===== config.mk =====
export PLATFORM = sky130hd
export DESIGN_NAME = timed_event_queue_core_flat
export DESIGN_NICKNAME = d
export VERILOG_FILES = /design/src/hdl/teq_pkg.sv /design/src/hdl/teq_if.sv /design/src/hdl/timed_event_queue_core.sv /design/src/hdl/teq_slots.sv /design/src/hdl/teq_order.sv /design/src/flat_wrapper.sv
export SDC_FILE = /design/constraint.sdc
export NUM_CORES = 2
export LEC_CHECK = 0
export BUFFER_PORTS_ARGS = -buffer_cell sky130_fd_sc_hd__buf_2
export CAP_MARGIN = 10
export CORE_MARGIN = 2
export CORE_UTILIZATION = 55
export DETAILED_ROUTE_END_ITERATION = 7
export HOLD_SLACK_MARGIN = 0.03
export PLACE_DENSITY = 0.71
export SYNTH_ARGS = -nofsm -noshare
export SYNTH_HDL_FRONTEND = slang
export SYNTH_SLANG_ARGS = --single-unit

===== constraint.sdc =====
create_clock -name i_clk -period 16.32 [get_ports i_clk]
set_input_delay 1.632 -clock i_clk [delete_from_list [all_inputs] [get_ports i_clk]]
set_output_delay 1.632 -clock i_clk [all_outputs]
set_load 0.02 [all_outputs]

===== src/hdl/teq_pkg.sv =====
`timescale 1ns / 1ps
// ----------------------------------------------------------------------------
// teq_pkg
// Shared types and constants of the timed event queue.
// ----------------------------------------------------------------------------
package teq_pkg;

    localparam int DEPTH   = 16;
    localparam int SLOT_W  = $clog2(DEPTH);
    localparam int CNT_W   = $clog2(DEPTH + 1);
    localparam int MAX_RES = 16;

    localparam logic [1:0] OP_ADD   = 2'd0;
    localparam logic [1:0] OP_DEL   = 2'd1;
    localparam logic [1:0] OP_TICK  = 2'd2;
    localparam logic [1:0] OP_REARM = 2'd3;

    localparam logic [1:0] ST_OK    = 2'd0;
    localparam logic [1:0] ST_ZERO  = 2'd1;
    localparam logic [1:0] ST_FULL  = 2'd2;
    localparam logic [1:0] ST_NF    = 2'd3;

    localparam logic [1:0] MODE_FREE    = 2'd0;
    localparam logic [1:0] MODE_QUEUED  = 2'd1;
    localparam logic [1:0] MODE_WAITING = 2'd2;

    typedef struct packed {
        logic [1:0]  operation;
        logic [15:0] delay_ms;
        logic [31:0] target_id;
        logic        keep;
    } t_req;

    typedef struct packed {
        logic [1:0]  status;
        logic [31:0] event_id;
        logic        expired;
        logic        last;
        logic [15:0] wait_ms;
        logic        queue_empty;
    } t_rsp;

    // slot store write command
    typedef struct packed {
        logic              wr_idp;
        logic              wr_due;
        logic              wr_mode;
        logic [SLOT_W-1:0] slot;
        logic [31:0]       id;
        logic [31:0]       due;
        logic [15:0]       period;
        logic [1:0]        mode;
    } t_slot_wr;

    // order list command
    typedef struct packed {
        logic              ins;
        logic              rem;
        logic [CNT_W-1:0]  pos;
        logic [SLOT_W-1:0] slot;
    } t_ord_cmd;

endpackage


===== src/hdl/teq_if.sv =====
`timescale 1ns / 1ps
// ----------------------------------------------------------------------------
// teq_if
// Request and response channels of the timed event queue.
// ----------------------------------------------------------------------------
interface teq_req_if import teq_pkg::*; ();
    logic valid;
    logic ready;
    t_req data;
    modport source (output valid, output data, input ready);
    modport sink   (input valid, input data, output ready);
endinterface

interface teq_rsp_if import teq_pkg::*; ();
    logic valid;
    logic ready;
    t_rsp data;
    modport source (output valid, output data, input ready);
    modport sink   (input valid, input data, output ready);
endinterface


===== src/hdl/timed_event_queue_core.sv =====
`timescale 1ns / 1ps
// ----------------------------------------------------------------------------
// timed_event_queue_core
// Sorted timer event queue: add, delete, millisecond tick and rearm.
// ----------------------------------------------------------------------------
// One request is taken at a time; ready rises again once its last response
// sits in the output register. A sequencer walks the stored events through a
// single read port and one offset subtractor, one entry per cycle: an add
// walks the queued events ahead of it, a delete walks the queue until the id
// matches, a rearm scans every slot and, when it requeues, walks the queued
// events ahead of it, and a tick walks the due events from the head, up to
// MAX_RES of them, and then sends one expired response for each.
// Responses leave through a one-entry output register, so a stalled sink
// holds the sequencer only when a second response is ready to go.
// ----------------------------------------------------------------------------
module timed_event_queue_core import teq_pkg::*; (
    input  logic       i_clk,
    input  logic       i_rst_n,
    teq_req_if.sink    i_req,
    teq_rsp_if.source  o_rsp
);
    localparam logic [2:0] S_IDLE  = 3'd0;
    localparam logic [2:0] S_FIND  = 3'd1;
    localparam logic [2:0] S_DEL   = 3'd2;
    localparam logic [2:0] S_TICK  = 3'd3;
    localparam logic [2:0] S_REARM = 3'd4;
    localparam logic [2:0] S_WAIT  = 3'd5;
    localparam logic [2:0] S_EMIT  = 3'd6;
    localparam logic [2:0] S_POP   = 3'd7;

    logic [2:0]        r_state,  n_state;
    logic [CNT_W-1:0]  r_idx,    n_idx;
    logic [CNT_W-1:0]  r_ndue,   n_ndue;
    logic [1:0]        r_op,     n_op;
    logic [31:0]       r_tid,    n_tid;
    logic              r_keep,   n_keep;
    logic [SLOT_W-1:0] r_slot,   n_slot;
    logic [15:0]       r_newoff, n_newoff;
    logic [1:0]        r_status, n_status;
    logic [31:0]       r_res_id, n_res_id;
    logic [15:0]       r_wait,   n_wait;
    logic              r_empty,  n_empty;
    logic [31:0]       r_now,    n_now;
    logic [31:0]       r_next_id, n_next_id;
    logic              r_out_valid;
    t_rsp              r_out,    n_out;
    logic              out_load;
    logic              out_free;

    t_slot_wr          slot_wr;
    t_ord_cmd          ord_cmd;
    logic [SLOT_W-1:0] rd_slot;
    logic [CNT_W-1:0]  ord_rd_pos;
    logic [SLOT_W-1:0] ord_rd_slot;
    logic [CNT_W-1:0]  count;
    logic [31:0]       rd_id;
    logic [31:0]       rd_due;
    logic [15:0]       rd_period;
    logic [1:0]        rd_mode;
    logic              free_any;
    logic [SLOT_W-1:0] free_slot;
    logic [31:0]       off;
    logic              in_fire;

    teq_slots u_slots (
        .i_clk       (i_clk),
        .i_rst_n     (i_rst_n),
        .i_wr        (slot_wr),
        .i_rd_slot   (rd_slot),
        .o_rd_id     (rd_id),
        .o_rd_due    (rd_due),
        .o_rd_period (rd_period),
        .o_rd_mode   (rd_mode),
        .o_free_any  (free_any),
        .o_free_slot (free_slot)
    );

    teq_order u_order (
        .i_clk     (i_clk),
        .i_rst_n   (i_rst_n),
        .i_cmd     (ord_cmd),
        .i_rd_pos  (ord_rd_pos),
        .o_rd_slot (ord_rd_slot),
        .o_count   (count)
    );

    assign i_req.ready = (r_state == S_IDLE);
    assign in_fire     = i_req.valid && i_req.ready;
    assign out_free    = !r_out_valid || o_rsp.ready;
    assign o_rsp.valid = r_out_valid;
    assign o_rsp.data  = r_out;

    assign ord_rd_pos = (r_state == S_POP) ? '0 : r_idx;
    assign rd_slot    = (r_state == S_REARM) ? r_idx[SLOT_W-1:0] : ord_rd_slot;
    assign off        = rd_due - r_now;

    always_comb begin
        n_state   = r_state;
        n_idx     = r_idx;
        n_ndue    = r_ndue;
        n_op      = r_op;
        n_tid     = r_tid;
        n_keep    = r_keep;
        n_slot    = r_slot;
        n_newoff  = r_newoff;
        n_status  = r_status;
        n_res_id  = r_res_id;
        n_wait    = r_wait;
        n_empty   = r_empty;
        n_now     = r_now;
        n_next_id = r_next_id;
        n_out     = r_out;
        out_load  = 1'b0;
        slot_wr   = '0;
        ord_cmd   = '0;

        unique case (r_state)
            S_IDLE: begin
                if (in_fire) begin
                    n_op     = i_req.data.operation;
                    n_tid    = i_req.data.target_id;
                    n_keep   = i_req.data.keep;
                    n_idx    = '0;
                    n_ndue   = '0;
                    n_status = ST_OK;
                    n_res_id = '0;
                    unique case (i_req.data.operation)
                        OP_ADD: begin
                            if (i_req.data.delay_ms == 16'd0) begin
                                n_status = ST_ZERO;
                                n_state  = S_WAIT;
                            end else if (!free_any) begin
                                n_status = ST_FULL;
                                n_state  = S_WAIT;
                            end else begin
                                slot_wr.wr_idp = 1'b1;
                                slot_wr.wr_due = 1'b1;
                                slot_wr.slot   = free_slot;
                                slot_wr.id     = r_next_id;
                                slot_wr.due    = r_now + {16'd0, i_req.data.delay_ms};
                                slot_wr.period = i_req.data.delay_ms;
                                n_slot         = free_slot;
                                n_newoff       = i_req.data.delay_ms;
                                n_res_id       = r_next_id;
                                n_next_id      = r_next_id + 32'd1;
                                n_state        = S_FIND;
                            end
                        end
                        OP_DEL:  n_state = S_DEL;
                        OP_TICK: begin
                            n_now   = r_now + 32'd1;
                            n_state = S_TICK;
                        end
                        OP_REARM: n_state = S_REARM;
                        default:  n_state = S_IDLE;
                    endcase
                end
            end
            S_FIND: begin
                // first queued entry strictly later than the new one
                if (r_idx == count || off > {16'd0, r_newoff}) begin
                    ord_cmd.ins     = 1'b1;
                    ord_cmd.pos     = r_idx;
                    ord_cmd.slot    = r_slot;
                    slot_wr.wr_mode = 1'b1;
                    slot_wr.slot    = r_slot;
                    slot_wr.mode    = MODE_QUEUED;
                    n_idx           = '0;
                    n_state         = S_WAIT;
                end else begin
                    n_idx = r_idx + CNT_W'(1);
                end
            end
            S_DEL: begin
                if (r_idx == count) begin
                    n_status = ST_NF;
                    n_idx    = '0;
                    n_state  = S_WAIT;
                end else if (rd_id == r_tid) begin
                    ord_cmd.rem     = 1'b1;
                    ord_cmd.pos     = r_idx;
                    slot_wr.wr_mode = 1'b1;
                    slot_wr.slot    = ord_rd_slot;
                    slot_wr.mode    = MODE_FREE;
                    n_idx           = '0;
                    n_state         = S_WAIT;
                end else begin
                    n_idx = r_idx + CNT_W'(1);
                end
            end
            S_TICK: begin
                // count due entries from the head; wait is taken after them
                if (r_idx == count || r_idx == CNT_W'(MAX_RES) ||
                    (off != 32'd0 && !off[31])) begin
                    n_ndue  = r_idx;
                    n_state = S_WAIT;
                end else begin
                    n_idx = r_idx + CNT_W'(1);
                end
            end
            S_REARM: begin
                if (rd_mode == MODE_WAITING && rd_id == r_tid) begin
                    if (r_keep) begin
                        slot_wr.wr_due = 1'b1;
                        slot_wr.slot   = r_idx[SLOT_W-1:0];
                        slot_wr.due    = r_now + {16'd0, rd_period};
                        n_slot         = r_idx[SLOT_W-1:0];
                        n_newoff       = rd_period;
                        n_idx          = '0;
                        n_state        = S_FIND;
                    end else begin
                        slot_wr.wr_mode = 1'b1;
                        slot_wr.slot    = r_idx[SLOT_W-1:0];
                        slot_wr.mode    = MODE_FREE;
                        n_idx           = '0;
                        n_state         = S_WAIT;
                    end
                end else if (r_idx == CNT_W'(DEPTH - 1)) begin
                    n_status = ST_NF;
                    n_idx    = '0;
                    n_state  = S_WAIT;
                end else begin
                    n_idx = r_idx + CNT_W'(1);
                end
            end
            S_WAIT: begin
                if (r_idx == count) begin
                    n_empty = 1'b1;
                    n_wait  = '0;
                end else begin
                    n_empty = 1'b0;
                    if (off[31]) begin
                        n_wait = '0;
                    end else if (|off[30:16]) begin
                        n_wait = 16'hFFFF;
                    end else begin
                        n_wait = off[15:0];
                    end
                end
                n_state = (r_op == OP_TICK && r_ndue != '0) ? S_POP : S_EMIT;
            end
            S_EMIT: begin
                if (out_free) begin
                    out_load          = 1'b1;
                    n_out.status      = r_status;
                    n_out.event_id    = r_res_id;
                    n_out.expired     = 1'b0;
                    n_out.last        = 1'b1;
                    n_out.wait_ms     = r_wait;
                    n_out.queue_empty = r_empty;
                    n_state           = S_IDLE;
                end
            end
            S_POP: begin
                if (out_free) begin
                    out_load          = 1'b1;
                    n_out.status      = ST_OK;
                    n_out.event_id    = rd_id;
                    n_out.expired     = 1'b1;
                    n_out.last        = (r_ndue == CNT_W'(1));
                    n_out.wait_ms     = r_wait;
                    n_out.queue_empty = r_empty;
                    ord_cmd.rem       = 1'b1;
                    ord_cmd.pos       = '0;
                    slot_wr.wr_mode   = 1'b1;
                    slot_wr.slot      = ord_rd_slot;
                    slot_wr.mode      = MODE_WAITING;
                    n_ndue            = r_ndue - CNT_W'(1);
                    if (r_ndue == CNT_W'(1)) begin
                        n_state = S_IDLE;
                    end
                end
            end
            default: n_state = S_IDLE;
        endcase
    end

    always_ff @(posedge i_clk) begin
        if (!i_rst_n) begin
            r_state     <= S_IDLE;
            r_now       <= '0;
            r_next_id   <= 32'd1;
            r_out_valid <= 1'b0;
        end else begin
            r_state   <= n_state;
            r_now     <= n_now;
            r_next_id <= n_next_id;
            if (out_load) begin
                r_out_valid <= 1'b1;
            end else if (o_rsp.ready) begin
                r_out_valid <= 1'b0;
            end
        end
    end

    always_ff @(posedge i_clk) begin
        r_idx    <= n_idx;
        r_ndue   <= n_ndue;
        r_op     <= n_op;
        r_tid    <= n_tid;
        r_keep   <= n_keep;
        r_slot   <= n_slot;
        r_newoff <= n_newoff;
        r_status <= n_status;
        r_res_id <= n_res_id;
        r_wait   <= n_wait;
        r_empty  <= n_empty;
        r_out    <= n_out;
    end

endmodule


===== src/hdl/teq_slots.sv =====
`timescale 1ns / 1ps
// ----------------------------------------------------------------------------
// teq_slots
// Per-slot event store with one write port, one read port and a free finder.
// ----------------------------------------------------------------------------
module teq_slots import teq_pkg::*; (
    input  logic              i_clk,
    input  logic              i_rst_n,
    input  t_slot_wr          i_wr,
    input  logic [SLOT_W-1:0] i_rd_slot,
    output logic [31:0]       o_rd_id,
    output logic [31:0]       o_rd_due,
    output logic [15:0]       o_rd_period,
    output logic [1:0]        o_rd_mode,
    output logic              o_free_any,
    output logic [SLOT_W-1:0] o_free_slot
);
    logic [31:0] r_id     [DEPTH];
    logic [31:0] r_due    [DEPTH];
    logic [15:0] r_period [DEPTH];
    logic [1:0]  r_mode   [DEPTH];

    always_ff @(posedge i_clk) begin
        if (i_wr.wr_idp) begin
            r_id[i_wr.slot]     <= i_wr.id;
            r_period[i_wr.slot] <= i_wr.period;
        end
        if (i_wr.wr_due) begin
            r_due[i_wr.slot] <= i_wr.due;
        end
    end

    always_ff @(posedge i_clk) begin
        if (!i_rst_n) begin
            for (int i = 0; i < DEPTH; i++) begin
                r_mode[i] <= MODE_FREE;
            end
        end else if (i_wr.wr_mode) begin
            r_mode[i_wr.slot] <= i_wr.mode;
        end
    end

    assign o_rd_id     = r_id[i_rd_slot];
    assign o_rd_due    = r_due[i_rd_slot];
    assign o_rd_period = r_period[i_rd_slot];
    assign o_rd_mode   = r_mode[i_rd_slot];

    // lowest free slot; an unused mode code counts as free
    always_comb begin
        o_free_any  = 1'b0;
        o_free_slot = '0;
        for (int i = DEPTH - 1; i >= 0; i--) begin
            if (r_mode[i] != MODE_QUEUED && r_mode[i] != MODE_WAITING) begin
                o_free_any  = 1'b1;
                o_free_slot = SLOT_W'(i);
            end
        end
    end

endmodule


===== src/hdl/teq_order.sv =====
`timescale 1ns / 1ps
// ----------------------------------------------------------------------------
// teq_order
// Due-ordered list of queued slot numbers, insert and remove by shifting.
// ----------------------------------------------------------------------------
module teq_order import teq_pkg::*; (
    input  logic              i_clk,
    input  logic              i_rst_n,
    input  t_ord_cmd          i_cmd,
    input  logic [CNT_W-1:0]  i_rd_pos,
    output logic [SLOT_W-1:0] o_rd_slot,
    output logic [CNT_W-1:0]  o_count
);
    logic [SLOT_W-1:0] r_list [DEPTH];
    logic [SLOT_W-1:0] n_list [DEPTH];
    logic [CNT_W-1:0]  r_count;

    always_comb begin
        for (int i = 0; i < DEPTH; i++) begin
            n_list[i] = r_list[i];
            if (i_cmd.ins) begin
                if (CNT_W'(i) == i_cmd.pos) begin
                    n_list[i] = i_cmd.slot;
                end else if (CNT_W'(i) > i_cmd.pos && i > 0) begin
                    n_list[i] = r_list[(i > 0) ? i - 1 : 0];
                end
            end else if (i_cmd.rem) begin
                if (CNT_W'(i) >= i_cmd.pos && i < DEPTH - 1) begin
                    n_list[i] = r_list[(i < DEPTH - 1) ? i + 1 : i];
                end
            end
        end
    end

    always_ff @(posedge i_clk) begin
        r_list <= n_list;
    end

    always_ff @(posedge i_clk) begin
        if (!i_rst_n) begin
            r_count <= '0;
        end else if (i_cmd.ins) begin
            r_count <= r_count + CNT_W'(1);
        end else if (i_cmd.rem) begin
            r_count <= r_count - CNT_W'(1);
        end
    end

    assign o_rd_slot = r_list[i_rd_pos[SLOT_W-1:0]];
    assign o_count   = r_count;

endmodule


===== src/flat_wrapper.sv =====
// flat-port wrapper written by rule: the top's interface ports become plain ports
module timed_event_queue_core_flat import teq_pkg::*;
  (i_clk, i_rst_n, i_req_valid, i_req_data, i_req_ready, o_rsp_valid, o_rsp_data, o_rsp_ready);
  teq_req_if i_req_i ();
  teq_rsp_if o_rsp_i ();
  input  logic i_clk;
  input  logic i_rst_n;
  input wire logic [$bits(i_req_i.valid)-1:0] i_req_valid;
  input wire logic [$bits(i_req_i.data)-1:0] i_req_data;
  output wire logic [$bits(i_req_i.ready)-1:0] i_req_ready;
  output wire logic [$bits(o_rsp_i.valid)-1:0] o_rsp_valid;
  output wire logic [$bits(o_rsp_i.data)-1:0] o_rsp_data;
  input wire logic [$bits(o_rsp_i.ready)-1:0] o_rsp_ready;
  assign i_req_i.valid = i_req_valid;
  assign i_req_i.data = i_req_data;
  assign i_req_ready = i_req_i.ready;
  assign o_rsp_valid = o_rsp_i.valid;
  assign o_rsp_data = o_rsp_i.data;
  assign o_rsp_i.ready = o_rsp_ready;
  timed_event_queue_core u_core (.i_clk(i_clk), .i_rst_n(i_rst_n), .i_req(i_req_i), .o_rsp(o_rsp_i));
endmodule

==> impl_results.md <==
- CTS tree: built
- Critical path type: reg -> reg
- Seq/Total Area, Yosys: about 66%
- Final core utilization: approximately three fifths
- Initial DRC Count: between 6000 and 7000
- TritonCTS Buffers: 163
- Multi-input combinational cell area: around 23000 um^2
- Post-synth top area share: about 64%
- Maximum number of pins on one net before global-route repair: 160
- Max_slew headroom: 16.8%
- Final setup viols: 0
- Antenna viol nets, final: 0
- Ports: 110
- Fmax: roughly 0.076 GHz
- Largest fanout on the critical path: 64
- Post-CTS Resized: 0
- Share of post-route cells with drive strength above 1: 9.95%
- Asr flop ratio synth: 0%
- Hold_buf cts: 0
- Arrival time at the worst endpoint: about 14 ns
- RSZ-0062 raised after global routing: false
- YS warnings: 0
- Synth area leaders: edfxtp_1 64%, nand2_1 6.3%, nand3_1 4.3%
- CTS root buffer: clkbuf_16
- Finished Layout Cells: about 8000
- Setup Fix Bufs, Post-CTS: 0
- Post-route DRC violation count: 0
- Overflow after GRT: 0
- Primary FF master, synth: edfxtp_1
- Post-Syn Nets: slightly above 6000
- Vias in the first global route: about 48000
- Worst setup EP type: flip-flop
- Row Count: approximately 130
- Min cycle time layout: between 10 and 15 ns
- Placed cell area: ~75000 um^2
- Yosys top cell by area: edfxtp_1
- Data required time of the worst path: roughly 17 ns
- Post-synthesis cell count: 5933
- Max stage delay on crit path: 0.98 ns
- Fin crit share: approximately 81%
- Clk pin slew, worst setup/hold paths: roughly 0.060 ns
- Worst skew pair latency: about 0.81 ns
- DP Cell Count: between 7000 and 8000
- Post-route cell area: between 80000 and 90000 um^2
- Setup Skew: approximately 0.052 ns
- Grt met3 use: around 5.5%
- Max stage delay cell, worst path: nor3_4
- Unique masters post-synth: 98
- Post-Route WL: 201000 um
- First-pass GRT wire length: around 300000 um
- Core area: ~130000 um^2
- Slew Limit Fails: 0
- # fillers: 10000
- Die ar.: around 130000 um^2
- Final hold vios: 0
- Met1 Use GR: 41.5%
- DP Wirelength: roughly 120000 um
- Initial Util: a little under three fifths
- Vias per cell: approximately 6.4
- Longest Clk Path Bufs: 3
- Worst Hold Class: reg -> reg
- H-tree levels: 4
- GRT Overall Usage: between 20% and 30%
- Post-synth EDFFs: 1545
- Setup TNS: 0 ns
- Max_cap viols: 0
- Initial antenna violation count: 11
- Mean Syn Cell Area: roughly 12 um^2
- Synthesized cell area: around 73000 um^2
- PortBufs: between 100 and 150
- Num Clock Sinks: about 1600
- Yosys reg bits: between 1500 and 2000
- Placer Congestion: ~0.9
- Initial DRT Pass Iterations: 6
- Die X: about 370 um
- Most used routing layer: met2
- WL/cell: roughly 26 um
- CP dominant cell by count: buf_4
- Routed vias: around 50000
- Area grow syn2layout: 10.5%
- Flip-flop and latch area: between 40000 and 50000 um^2
- Critical path launch point type: flip-flop
- Met2 Usage GRT: between 40% and 50%
- Worst Tran Pin Value: ~1.2 ns
- Die span in y: approximately 370 um
- Final nets: roughly 6100
- Outcome: complete, no violations
==> worst max-delay path, delay by kind of cell, from the launching register on <==
family	cells	cell delay, ns
compound gates	9	3.02
simple gates	13	4.95
buf+inv	6	3.20
xor+xnor	1	0.15
flops	1	0.93
fa+ha+maj	1	0.36
==> logic make-up after synthesis <==
family	after synthesis	synth area share [%]
compound gates	849	8.33
xor+xnor	148	1.79
fa+ha+maj	98	1.73
buf+inv	527	3.06
flops	1618	65.9
mux	148	2.86
simple gates	2545	16.3
==> Yosys cell counts, types with 58 or more instances <==
library cell	n
nand3_1	622
inv_1	127
xnor2_1	90
o21ai_0	129
and3_1	127
xor2_1	58
a21oi_1	134
a22oi_1	63
nand2_1	1211
mux2i_1	88
clkbuf_1	260
a31oi_1	75
dfxtp_1	73
edfxtp_1	1545
nand4_1	145
nor3_1	65
a311oi_1	100
nor2_1	171
ha_1	94
==> cell usage in the layout, fill, tap and decap left out, drive strengths merged, types with 61 or more instances in the layout <==
| cell type | netlist | layout |
|---|---|---|
| ha | 94 | 94 |
| and3 | 127 | 127 |
| xnor2 | 90 | 90 |
| clkbuf | 260 | 212 |
| nand4 | 145 | 145 |
| inv | 130 | 134 |
| nand2 | 1215 | 1215 |
| nand3 | 625 | 625 |
| nor3 | 88 | 88 |
| a31oi | 75 | 75 |
| buf | 136 | 228 |
| dfxtp | 73 | 73 |
| mux2i | 88 | 88 |
| clkinv | 1 | 61 |
| a311oi | 100 | 100 |
| nor2 | 173 | 173 |
| a22oi | 63 | 63 |
| o21ai | 134 | 134 |
| a21oi | 134 | 134 |
| edfxtp | 1545 | 1545 |
==> metal layers <==
metal	up-vias	share of wire (%)
met2	2815	46
met5	-	0.061
met1	24600	40
met3	439	10
li1	22200	-
met4	20	3.7
==> layout make-up <==
type	count	area share (%)
flip-flops and latches	1618	59.7
multi-input cells	3788	28.5
clock buffers	212	5.45
well taps	1755	2.74
repair buffers	228	1.90
clock inverters	82	1.09
inverters	131	0.613
diodes	1	0.00312
==> sequential cells by signal (all words and copies together), names as in the netlist <==
name                     cells
u_core.r_idx                 5
u_core.r_status              2
u_core.r_tid                32
u_core.u_order.r_list       64
u_core.r_slot                4
u_core.r_wait               16
u_core.o_rsp.valid           1
u_core.r_state               3
u_core.r_empty               1
u_core.r_next_id            32
u_core.u_slots.r_id        512
u_core.u_slots.r_due       512
u_core.o_rsp.data           53
u_core.r_now                32
u_core.u_slots.r_period    256
u_core.u_slots.r_mode       32
u_core.r_op                  2
u_core.r_newoff             16
u_core.r_keep                1
u_core.r_ndue                5
u_core.u_order.o_count       5
u_core.r_res_id             32
==> worst paths after layout <==
path         cells past startpoint                             endpoint                           start  slack [ns]
max                             30  u_core.u_slots.r_id[6][5]$_DFFE_PP_  u_core.r_state[2]$_SDFFE_PN0P_        3.10
min                              0       u_core.o_rsp.data[9]$_DFFE_PP_  u_core.r_wait[8]$_SDFFCE_PP0P_        0.42
max reg2reg                     30  u_core.u_slots.r_id[6][5]$_DFFE_PP_  u_core.r_state[2]$_SDFFE_PN0P_        3.10
min reg2reg                      0       u_core.o_rsp.data[9]$_DFFE_PP_  u_core.r_wait[8]$_SDFFCE_PP0P_        0.42
==> through the flow <==
step	setup slack, ns	hold WS (ns)
6_report	3.10	0.422
2_1_floorplan	4.56	0.400
3_5_place_dp	3.21	0.407
5_1_grt	2.36	0.428
4_1_cts	3.17	0.419
3_3_place_gp	3.37	0.405
Power is not shown: default switching activity piles up to over one toggle a cycle in this logic, so the estimate is an artifact.
